File: src/hdl/mbrtu_pkg.sv
package mbrtu_pkg;

  // Table geometry
  localparam int TBL_N  = 32;
  localparam int TBL_AW = $clog2(TBL_N);

  // CRC-16, reflected
  localparam logic [15:0] CRC_INIT = 16'hFFFF;
  localparam logic [15:0] CRC_POLY = 16'hA001;

  // Coil write values
  localparam logic [15:0] COIL_ON  = 16'hFF00;
  localparam logic [15:0] COIL_OFF = 16'h0000;
  localparam logic [7:0]  EXC_FLAG = 8'h80;

  // Item opcodes
  localparam logic [2:0] OP_RX_BYTE   = 3'd0;
  localparam logic [2:0] OP_FRAME_END = 3'd1;
  localparam logic [2:0] OP_TX_READY  = 3'd2;
  localparam logic [2:0] OP_SET_INPUT = 3'd3;
  localparam logic [2:0] OP_SET_DISC  = 3'd4;
  localparam logic [2:0] OP_RD_HOLD   = 3'd5;
  localparam logic [2:0] OP_RD_COIL   = 3'd6;

  // Function codes
  localparam logic [7:0] FN_RD_COILS = 8'd1;
  localparam logic [7:0] FN_RD_DISC  = 8'd2;
  localparam logic [7:0] FN_RD_HOLD  = 8'd3;
  localparam logic [7:0] FN_RD_INPUT = 8'd4;
  localparam logic [7:0] FN_WR_COIL  = 8'd5;
  localparam logic [7:0] FN_WR_HOLD  = 8'd6;

  // Exception codes
  localparam logic [7:0] EXC_ILL_FN   = 8'd1;
  localparam logic [7:0] EXC_BAD_ADDR = 8'd2;
  localparam logic [7:0] EXC_BAD_VAL  = 8'd3;

  localparam logic [7:0] MIN_FRAME = 8'd8;
  localparam logic [7:0] RX_SAT    = 8'd255;

  typedef enum logic [2:0] {
    KIND_NONE = 3'd0,
    KIND_BITS = 3'd1,
    KIND_REGS = 3'd2,
    KIND_ECHO = 3'd3,
    KIND_EXC1 = 3'd4,
    KIND_EXC2 = 3'd5,
    KIND_EXC3 = 3'd6
  } reply_kind_t;

  typedef struct packed {
    logic [2:0]  opcode;
    logic [7:0]  rx_byte;
    logic [4:0]  local_index;
    logic [15:0] local_value;
  } in_item_t;

  typedef struct packed {
    logic        result_kind;
    logic [7:0]  tx_byte;
    logic        tx_last;
    logic [15:0] read_value;
  } out_item_t;

  // One byte through the CRC-16 shift register
  function automatic logic [15:0] crc_step(input logic [15:0] crc, input logic [7:0] b);
    logic [15:0] c;
    c = crc ^ {8'h00, b};
    for (int k = 0; k < 8; k++) begin
      c = c[0] ? ((c >> 1) ^ CRC_POLY) : (c >> 1);
    end
    return c;
  endfunction

endpackage

File: src/hdl/mbrtu_tbl.sv
module mbrtu_tbl (
  input  logic                       clk,
  input  logic                       rst_n,
  input  logic                       wr_en,
  input  logic [mbrtu_pkg::TBL_AW-1:0] wr_addr,
  input  logic [15:0]                wr_data,
  input  logic                       rd_en,
  input  logic [mbrtu_pkg::TBL_AW-1:0] rd_addr,
  output logic [15:0]                rd_data
);
  import mbrtu_pkg::*;

  logic [15:0]      mem [TBL_N];
  logic [TBL_N-1:0] vld_r;
  logic [15:0]      rd_q_r;
  logic             rd_vld_r;

  // Mark entries written since reset; unwritten entries read as zero
  always_ff @(posedge clk) begin
    if (!rst_n) begin
      vld_r <= '0;
    end else if (wr_en) begin
      vld_r[wr_addr] <= 1'b1;
    end
  end

  // Write port
  always_ff @(posedge clk) begin
    if (wr_en) begin
      mem[wr_addr] <= wr_data;
    end
  end

  // Registered read port
  always_ff @(posedge clk) begin
    if (rd_en) begin
      rd_q_r   <= mem[rd_addr];
      rd_vld_r <= vld_r[rd_addr];
    end
  end

  assign rd_data = rd_vld_r ? rd_q_r : 16'h0000;

endmodule

File: src/hdl/modbus_rtu_slave.sv
// Modbus RTU slave with CRC-16. Every input beat is handled in two steps: the
// first reads the holding/input register tables (one synchronous memory each,
// registered read), the second updates the frame and reply state and writes
// back, and no new beat is taken while one is in process. A beat that yields a
// result (local read, or transmit tick with a reply pending) is held in an output
// register; other beats keep flowing while that result waits. The tables come
// out of reset as zero through per-entry valid bits, so no clearing pass is needed.
module modbus_rtu_slave (
  input  logic                 clk,
  input  logic                 rst_n,
  input  logic                 in_valid,
  output logic                 in_stall,
  input  mbrtu_pkg::in_item_t  in_data,
  output logic                 out_valid,
  input  logic                 out_stall,
  output mbrtu_pkg::out_item_t out_data,
  input  logic                 cfg_we,
  input  logic [7:0]           cfg_wdata
);
  import mbrtu_pkg::*;

  logic [7:0]       slave_r;
  logic             busy_r;
  in_item_t         item_r;
  logic [7:0]       head_r [6];
  logic [7:0]       head_nxt [6];
  logic [7:0]       rx_len_r, rx_len_nxt;
  logic [15:0]      rx_crc_r, rx_crc_nxt;
  logic             pending_r, pending_nxt;
  reply_kind_t      kind_r, kind_nxt;
  logic [15:0]      pos_r, pos_nxt;
  logic [15:0]      tx_crc_r, tx_crc_nxt;
  logic [TBL_N-1:0] coil_r, coil_nxt;
  logic [TBL_N-1:0] disc_r, disc_nxt;
  logic             out_valid_r, out_valid_nxt;
  out_item_t        out_r, out_nxt;

  logic             accept;
  logic             gives_res;
  logic [15:0]      addr_w, cnt_w;
  logic [16:0]      cnt_p7;
  logic [17:0]      plen;
  logic [15:0]      k_w;
  logic [16:0]      reg_a;
  logic             reg_in_rng;
  logic [TBL_AW-1:0] rd_addr;
  logic [15:0]      hold_rd, inp_rd, reg_word;
  logic             hold_we;
  logic             inp_we;
  logic [7:0]       bit_byte;
  logic [7:0]       pbyte;
  logic             start;
  reply_kind_t      start_kind;
  logic             coil_we, coil_val;

  // Handshake
  assign gives_res = (in_data.opcode == OP_RD_HOLD) || (in_data.opcode == OP_RD_COIL) ||
                     ((in_data.opcode == OP_TX_READY) && pending_r);
  assign in_stall  = busy_r || (out_valid_r && out_stall && gives_res);
  assign accept    = in_valid && !in_stall;
  assign out_valid = out_valid_r;
  assign out_data  = out_r;

  // Request fields
  assign addr_w = {head_r[2], head_r[3]};
  assign cnt_w  = {head_r[4], head_r[5]};
  assign cnt_p7 = {1'b0, cnt_w} + 17'd7;

  // Reply length without CRC
  always_comb begin
    case (kind_r)
      KIND_BITS: plen = 18'd3 + {4'h0, cnt_p7[16:3]};
      KIND_REGS: plen = 18'd3 + {1'b0, cnt_w, 1'b0};
      KIND_ECHO: plen = 18'd6;
      default:   plen = 18'd3;
    endcase
  end

  // Register word addressed by the current reply byte
  assign k_w        = pos_r - 16'd3;
  assign reg_a      = {1'b0, addr_w} + {2'b00, k_w[15:1]};
  assign reg_in_rng = reg_a < 17'(TBL_N);
  assign rd_addr    = (in_data.opcode == OP_RD_HOLD) ? in_data.local_index[TBL_AW-1:0]
                                                     : reg_a[TBL_AW-1:0];

  mbrtu_tbl u_hold (
    .clk     (clk),
    .rst_n   (rst_n),
    .wr_en   (hold_we),
    .wr_addr (addr_w[TBL_AW-1:0]),
    .wr_data (cnt_w),
    .rd_en   (accept),
    .rd_addr (rd_addr),
    .rd_data (hold_rd)
  );

  assign inp_we = busy_r && (item_r.opcode == OP_SET_INPUT);

  mbrtu_tbl u_inp (
    .clk     (clk),
    .rst_n   (rst_n),
    .wr_en   (inp_we),
    .wr_addr (item_r.local_index[TBL_AW-1:0]),
    .wr_data (item_r.local_value),
    .rd_en   (accept),
    .rd_addr (rd_addr),
    .rd_data (inp_rd)
  );

  assign reg_word = (head_r[1] == FN_RD_HOLD) ? hold_rd : inp_rd;

  // Pack up to eight coil or discrete bits for one reply byte
  always_comb begin
    logic [18:0] n;
    logic [19:0] a;
    bit_byte = 8'h00;
    for (int i = 0; i < 8; i++) begin
      n = {k_w, 3'(i)};
      a = {4'h0, addr_w} + {1'b0, n};
      if ((n < {3'b000, cnt_w}) && (a < 20'(TBL_N))) begin
        bit_byte[i] = (head_r[1] == FN_RD_COILS) ? coil_r[a[TBL_AW-1:0]]
                                                  : disc_r[a[TBL_AW-1:0]];
      end
    end
  end

  // Reply body byte at the current position
  always_comb begin
    pbyte = 8'h00;
    if (pos_r == 16'd0) begin
      pbyte = head_r[0];
    end else if (kind_r == KIND_ECHO) begin
      pbyte = (pos_r < 16'd6) ? head_r[pos_r[2:0]] : 8'h00;
    end else if (kind_r == KIND_EXC1 || kind_r == KIND_EXC2 || kind_r == KIND_EXC3) begin
      if (pos_r == 16'd1) begin
        pbyte = head_r[1] | EXC_FLAG;
      end else begin
        case (kind_r)
          KIND_EXC1: pbyte = EXC_ILL_FN;
          KIND_EXC2: pbyte = EXC_BAD_ADDR;
          default:   pbyte = EXC_BAD_VAL;
        endcase
      end
    end else if (pos_r == 16'd1) begin
      pbyte = head_r[1];
    end else if (kind_r == KIND_BITS) begin
      pbyte = (pos_r == 16'd2) ? cnt_p7[10:3] : bit_byte;
    end else begin
      if (pos_r == 16'd2) begin
        pbyte = {cnt_w[6:0], 1'b0};
      end else if (!reg_in_rng) begin
        pbyte = 8'h00;
      end else begin
        pbyte = k_w[0] ? reg_word[7:0] : reg_word[15:8];
      end
    end
  end

  // Frame check and dispatch at frame end
  always_comb begin
    logic good, bcast;
    logic [7:0] fn;
    good = !pending_r && (rx_len_r >= MIN_FRAME) && (rx_crc_r == 16'h0000) &&
           ((head_r[0] == slave_r) || (head_r[0] == 8'h00));
    fn         = head_r[1];
    bcast      = (head_r[0] == 8'h00);
    start      = 1'b0;
    start_kind = KIND_NONE;
    hold_we    = 1'b0;
    coil_we    = 1'b0;
    coil_val   = (cnt_w == COIL_ON);
    if (busy_r && (item_r.opcode == OP_FRAME_END) && good &&
        !(bcast && fn != FN_WR_COIL && fn != FN_WR_HOLD)) begin
      if (fn == FN_RD_COILS || fn == FN_RD_DISC || fn == FN_RD_HOLD || fn == FN_RD_INPUT) begin
        if (rx_len_r == MIN_FRAME) begin
          start = 1'b1;
          if ((cnt_w == 16'h0000) || (addr_w >= 16'(TBL_N)) ||
              ({1'b0, cnt_w} > (17'(TBL_N) - {1'b0, addr_w}))) begin
            start_kind = KIND_EXC2;
          end else if (fn == FN_RD_COILS || fn == FN_RD_DISC) begin
            start_kind = KIND_BITS;
          end else begin
            start_kind = KIND_REGS;
          end
        end
      end else if (fn == FN_WR_COIL || fn == FN_WR_HOLD) begin
        if (rx_len_r == MIN_FRAME) begin
          if (addr_w >= 16'(TBL_N)) begin
            start      = !bcast;
            start_kind = KIND_EXC2;
          end else if (fn == FN_WR_COIL) begin
            if (cnt_w != COIL_OFF && cnt_w != COIL_ON) begin
              start      = !bcast;
              start_kind = KIND_EXC3;
            end else begin
              coil_we    = 1'b1;
              start      = !bcast;
              start_kind = KIND_ECHO;
            end
          end else begin
            hold_we    = 1'b1;
            start      = !bcast;
            start_kind = KIND_ECHO;
          end
        end
      end else begin
        start      = 1'b1;
        start_kind = KIND_EXC1;
      end
    end
  end

  // Next state for the beat in process
  always_comb begin
    head_nxt      = head_r;
    rx_len_nxt    = rx_len_r;
    rx_crc_nxt    = rx_crc_r;
    pending_nxt   = pending_r;
    kind_nxt      = kind_r;
    pos_nxt       = pos_r;
    tx_crc_nxt    = tx_crc_r;
    coil_nxt      = coil_r;
    disc_nxt      = disc_r;
    out_valid_nxt = out_valid_r && out_stall;
    out_nxt       = out_r;
    if (busy_r) begin
      case (item_r.opcode)
        OP_RX_BYTE: begin
          if (rx_len_r < 8'd6) head_nxt[rx_len_r[2:0]] = item_r.rx_byte;
          if (rx_len_r != RX_SAT) rx_len_nxt = rx_len_r + 8'd1;
          rx_crc_nxt = crc_step(rx_crc_r, item_r.rx_byte);
        end
        OP_FRAME_END: begin
          rx_len_nxt = 8'd0;
          rx_crc_nxt = CRC_INIT;
          if (coil_we) coil_nxt[addr_w[TBL_AW-1:0]] = coil_val;
          if (start) begin
            pending_nxt = 1'b1;
            kind_nxt    = start_kind;
            pos_nxt     = 16'd0;
            tx_crc_nxt  = CRC_INIT;
          end
        end
        OP_TX_READY: begin
          if (pending_r) begin
            out_valid_nxt       = 1'b1;
            out_nxt.result_kind = 1'b0;
            out_nxt.read_value  = 16'h0000;
            out_nxt.tx_last     = 1'b0;
            pos_nxt             = pos_r + 16'd1;
            if ({2'b00, pos_r} < plen) begin
              out_nxt.tx_byte = pbyte;
              tx_crc_nxt      = crc_step(tx_crc_r, pbyte);
            end else if ({2'b00, pos_r} == plen) begin
              out_nxt.tx_byte = tx_crc_r[7:0];
            end else begin
              out_nxt.tx_byte = tx_crc_r[15:8];
              out_nxt.tx_last = 1'b1;
              pending_nxt     = 1'b0;
              kind_nxt        = KIND_NONE;
              pos_nxt         = 16'd0;
            end
          end
        end
        OP_SET_DISC: begin
          disc_nxt[item_r.local_index[TBL_AW-1:0]] = item_r.local_value[0];
        end
        OP_RD_HOLD, OP_RD_COIL: begin
          out_valid_nxt       = 1'b1;
          out_nxt.result_kind = 1'b1;
          out_nxt.tx_byte     = 8'h00;
          out_nxt.tx_last     = 1'b0;
          out_nxt.read_value  = (item_r.opcode == OP_RD_HOLD) ? hold_rd :
                                {15'h0000, coil_r[item_r.local_index[TBL_AW-1:0]]};
        end
        default: begin
        end
      endcase
    end
  end

  // Control state
  always_ff @(posedge clk) begin
    if (!rst_n) begin
      slave_r     <= 8'd1;
      busy_r      <= 1'b0;
      rx_len_r    <= 8'd0;
      rx_crc_r    <= CRC_INIT;
      pending_r   <= 1'b0;
      kind_r      <= KIND_NONE;
      pos_r       <= 16'd0;
      tx_crc_r    <= CRC_INIT;
      coil_r      <= '0;
      disc_r      <= '0;
      out_valid_r <= 1'b0;
    end else begin
      if (cfg_we) slave_r <= cfg_wdata;
      busy_r      <= accept;
      rx_len_r    <= rx_len_nxt;
      rx_crc_r    <= rx_crc_nxt;
      pending_r   <= pending_nxt;
      kind_r      <= kind_nxt;
      pos_r       <= pos_nxt;
      tx_crc_r    <= tx_crc_nxt;
      coil_r      <= coil_nxt;
      disc_r      <= disc_nxt;
      out_valid_r <= out_valid_nxt;
    end
  end

  // Payload: beat in process, request head, result
  always_ff @(posedge clk) begin
    if (accept) item_r <= in_data;
    head_r <= head_nxt;
    out_r  <= out_nxt;
  end

`ifndef SYNTHESIS
  a_two_cycle: assert property (@(posedge clk) disable iff (!rst_n)
    busy_r |=> !busy_r)
    else $error("beat accepted while previous beat in process");

  a_local_read_result: assert property (@(posedge clk) disable iff (!rst_n)
    (accept && (in_data.opcode == OP_RD_HOLD || in_data.opcode == OP_RD_COIL))
      |=> ##1 (out_valid_r && out_r.result_kind))
    else $error("local read gave no result");

  a_kind_idle: assert property (@(posedge clk) disable iff (!rst_n)
    !pending_r |-> (kind_r == KIND_NONE))
    else $error("reply kind set with no reply pending");

  a_out_hold: assert property (@(posedge clk) disable iff (!rst_n)
    (out_valid_r && out_stall) |=> (out_valid_r && $stable(out_r)))
    else $error("stalled result beat changed");
`endif

endmodule

File: config.mk
export PLATFORM = sky130hd
export DESIGN_NAME = modbus_rtu_slave
export DESIGN_NICKNAME = d
export VERILOG_FILES = /design/src/hdl/mbrtu_pkg.sv /design/src/hdl/mbrtu_tbl.sv /design/src/hdl/modbus_rtu_slave.sv
export SDC_FILE = /design/constraint.sdc
export NUM_CORES = 2
export LEC_CHECK = 0
export BUFFER_PORTS_ARGS = -buffer_cell sky130_fd_sc_hd__buf_2
export CAP_MARGIN = 20
export CORE_MARGIN = 2
export CORE_UTILIZATION = 55
export DETAILED_ROUTE_END_ITERATION = 7
export PLACE_DENSITY_LB_ADDON = 0.12
export SLEW_MARGIN = 25
export SYNTH_ARGS = -nofsm -noshare
export SYNTH_HDL_FRONTEND = slang
export SYNTH_SLANG_ARGS = --single-unit
File: constraint.sdc
create_clock -name clk -period 13.6 [get_ports clk]
set_input_delay 4.08 -clock clk [delete_from_list [all_inputs] [get_ports clk]]
set_output_delay 4.08 -clock clk [all_outputs]
set_load 0.01 [all_outputs]
==> summary.txt <==
Yosys
  – Post-synthesis adder-cell area fraction: 1.95%
  – Synth Area in Simple Gates: 13.2%
  – Xor/xnor cell area share of the yosys netlist: 2.84%
  – Post-Syn Instances: 5,474
  – Seq cells post-synth: 1,362
  – Mapped Nets: 5,618
  – Count of cell types in the netlist: 94
  – Yosys top cell by area: edfxtp_1
  – Sequential fraction of the synthesis area: 60.1%
  – Mux cell area share after synthesis: 5.42%
  – Main combinational cell family by area after synthesis: compound AO/OA/AOI/OAI gates
  – Yosys top cell area share: 54.0%
  – Most common cell in the netlist: edfxtp_1
  – Ranking of synthesized cells by area: edfxtp_1 54%, dfxtp_1 6.1%, a211oi_1 4.5%
  – Synth Flop Type: edfxtp_1
  – Ys Warns: 0
  – Complex-gate fraction of the synthesized area: 13.7%
  – Post-synth EDFFs: 1,164
  – Post-synth top cells: 1,164 x edfxtp_1, 765 x nand2_1, 430 x nor2_1, 389 x a211oi_1, 308 x clkbuf_1
  – Mapped Avg Cell Area: 11.8 sq um
  – Mapped Area: 64,800 sq um
  – Async S/R FF share, synth: 0%

Finish
  – Final net count: 5,594
  – Final instance area: 71,500 sq um
  – Layout fillers: 9,112
  – Ant. Diodes: 0
  – Post-layout util: 61.4%
  – Syn-to-layout area delta: 10.4%
  – Finished Layout Cells: 7,088
  – Share of cells above drive strength 1: 11.8%

Placement
  – Placed inst area: 66,900 sq um
  – Post-placement setup slack: 3920 ps
  – DPL Wire Length: 118 mm
  – Placed Cells: 6,825
  – IO Port Bufs: 72
  – Routability cong.: 0.973

Worst setup path
  – Top delay family on crit path: simple AND/OR/NAND/NOR gates
  – CP max stage delay: 470 ps
  – CP required: 9520 ps
  – CP most frequent cell: buf_2
  – RR Startpoint: pos_r[0]
  – Setup crit start: in_data[29]
  – Slowest cell on the critical path: nand3b_1
  – Crit start category: primary input
  – Worst r2r path cells: 19
  – WP depth: 6
  – RR Endpoint: tx_crc_r[0]
  – Max FO, Critical Path: 4
  – CP Capture Type: primary output
  – Crit path DAT: 5230 ps
  – Critical path endpoint: in_stall
  – Bufs and invs on worst path: 3
  – CP cell instances: buf_2 -> nand3b_1 -> nand2_1 -> a21oi_1 -> inv_1 -> buf_2
  – R2r setup slk: 5110 ps
  – Kind of critical path: in2out

Power
  – PwrDens: 119 nW/um^2
  – Net switching power: 1.83 mW
  – Leakage: 23.7 nW
  – Worst VDD drop: 145 uV
  – Reg power frac: 53.3%
  – Power Internal: 6.71 mW
  – Comb pwr share: 3.1%
  – Sw frac: 21.4%
  – Clock power share: 43.6%

STA
  – Maximum clock rate: 107 MHz
  – Unrepaired setup endpoints after global routing: false
  – Final Setup Violations: 0
  – Tcrit/Tclk final: 68.4%
  – Fin. max-slew vios: 0
  – Fin Setup TNS: 0 ps
  – Max Clock Skew: 27.0 ps
  – Final hold vios: 0
  – Min setup slack post-route: 4290 ps
  – Slew @ Worst Pin: 1120 ps
  – Worst rel slew slack: 24.6%
  – Fin crit period: 9310 ps

Floorplanning
  – Die Wd: 347 um
  – Core box area: 117,000 sq um
  – DIE HEIGHT: 347 um
  – Die area: 121,000 sq um
  – Initial Utilization: 55.6%
  – FP Rows: 125
  – I/O Pins: 73

Global route
  – First-pass GRT wire length: 275 mm
  – Overall global routing resource usage: 30.4%
  – Vias in the first global route: 42,500
  – Pin count of the biggest net entering global routing: 166
  – Initial antenna violation count: 7
  – Total gr overflow: 0

Route
  – Met2 Wirelength: 84.9 mm
  – Met1 WL: 79.6 mm
  – Highest routed layer: met5
  – Vias: 45,600
  – Final antenna-violating net count: 0
  – Vias per Instance: 6.43
  – Mean routed wirelength per cell: 26.2 um
  – Drt pass-1 iters: 6
  – # DRC: 0
  – 1st-iter DRT viols: 5,755
  – Drt total wl: 186 mm
  – Met3 WL: 15.9 mm

Clock tree
  – Clock Root Buffer: clkbuf_16
  – Longest Clk Path Bufs: 3
  – Clock latency on the worst-skew pair: 760 ps
  – Cts repair resizes: 0
  – Total CTS buffers: 140
  – Clock slew at reported path FFs: 60 ps
  – Postcts setup bufs: 0
  – CTS sink cnt: 1,362
  – CTS tree: yes
  – # H-tree levels: 4
  – Hold_buf cts: 0

Hold path
  – Min-Delay Path Class: reg2reg
  – Hold Path Stages: 2

Run status
  – Status: finished, final reports clean

Flow run
  – Max cap viols: 0
through the flow:
stage | hold WS, ps | total power, mW
2_1_floorplan | 432 | 4.79
3_3_place_gp | 442 | 4.90
3_5_place_dp | 450 | 4.90
4_1_cts | 464 | 8.59
5_1_grt | 489 | 8.77
6_report | 458 | 8.54
power groups by stage:
stage	logic [mW]	registers [mW]	clock network, mW
6_report	0.266	4.55	3.72
5_1_grt	0.287	4.55	3.93
4_1_cts	0.257	4.56	3.77
3_5_place_dp	0.257	4.65	0
3_3_place_gp	0.244	4.65	0
2_1_floorplan	0.162	4.63	0
cell families (layout without fill, tap and decap cells):
logic type | count (synthesis) | count (layout)
AO/OA/AOI/OAI | 1297 | 1297
XOR/XNOR | 206 | 206
adder cells (fa/ha/maj) | 99 | 99
buffers and inverters | 444 | 534
flip-flops | 1362 | 1362
multiplexers | 212 | 212
AND/OR/NAND/NOR | 1854 | 1854
state kept, by name, indices dropped and copies added, names as in the netlist, 16 cells and up:
| signal | count |
|---|---|
| disc_r | 32 |
| pos_r | 16 |
| u_inp.vld_r | 32 |
| item_r | 32 |
| cnt_w | 16 |
| addr_w | 16 |
| head_r | 16 |
| rx_crc_r | 16 |
| out_data | 26 |
| u_hold.rd_q_r | 16 |
| coil_r | 32 |
| u_hold.vld_r | 32 |
| tx_crc_r | 16 |
| u_inp.rd_q_r | 16 |
| u_hold.mem | 512 |
| u_inp.mem | 512 |
per-layer routing:
| metal | vias to the layer above | global-route usage [%] |
|---|---|---|
| li1 | 20600 | - |
| met3 | 303 | 5.24 |
| met1 | 22600 | 44.6 |
| met4 | 8 | 9.00 |
| met5 | - | 0 |
| met2 | 2005 | 46.6 |
worst register-to-register path: cells and delay by family, from the launching register on:
family / cells / cell delay [ps]
AOI/OAI and AO/OA: 6 / 2760
and+or+nand+nor: 4 / 2260
xor gates and xnor gates: 6 / 1940
adders and majority gates: 2 / 740
DFF: 1 / 460
buffers and inverters: 1 / 220
layout make-up:
class | instances | area [sq um] | area share, %
multi-input combinational | 3668 | 24400 | 34.1
clock inverter | 76 | 691 | 0.966
inverter | 65 | 246 | 0.345
timing repair buffer | 213 | 1600 | 2.24
clock buffer | 180 | 3740 | 5.22
tap | 1524 | 1910 | 2.67
sequential | 1362 | 38900 | 54.4
cell usage in the layout (no fill, tap or decap), drive strengths merged, types with 22 or more instances in the layout:
cell type,Yosys,routed
edfxtp,1164,1164
mux2i,82,82
o21ai,142,142
a311oi,139,139
buf,65,213
nand3,70,70
ha,96,96
a31oi,145,145
nor2,430,430
clkbuf,314,180
nand4,50,50
clkinv,3,64
dfxtp,198,198
a21oi,259,259
a21o,52,52
a211oi,390,390
xnor2,138,138
nand2,765,765
and2,298,298
o21a,29,29
o211ai,27,27
nor3,65,65
xor2,66,66
and3,26,26
nor2b,22,22
inv,62,67
nor4,31,31
mux4,109,109
worst min path at each step:
stage,start,endpoint
2_1_floorplan,u_hold.vld_r[13],u_hold.vld_r[13]
3_3_place_gp,u_hold.vld_r[1],u_hold.vld_r[1]
3_5_place_dp,u_inp.vld_r[21],u_inp.vld_r[21]
4_1_cts,u_inp.vld_r[21],u_inp.vld_r[21]
5_1_grt,u_inp.vld_r[19],u_inp.vld_r[19]
6_report,u_inp.vld_r[21],u_inp.vld_r[21]
Note: power is estimated with default switching activity, not from simulation.
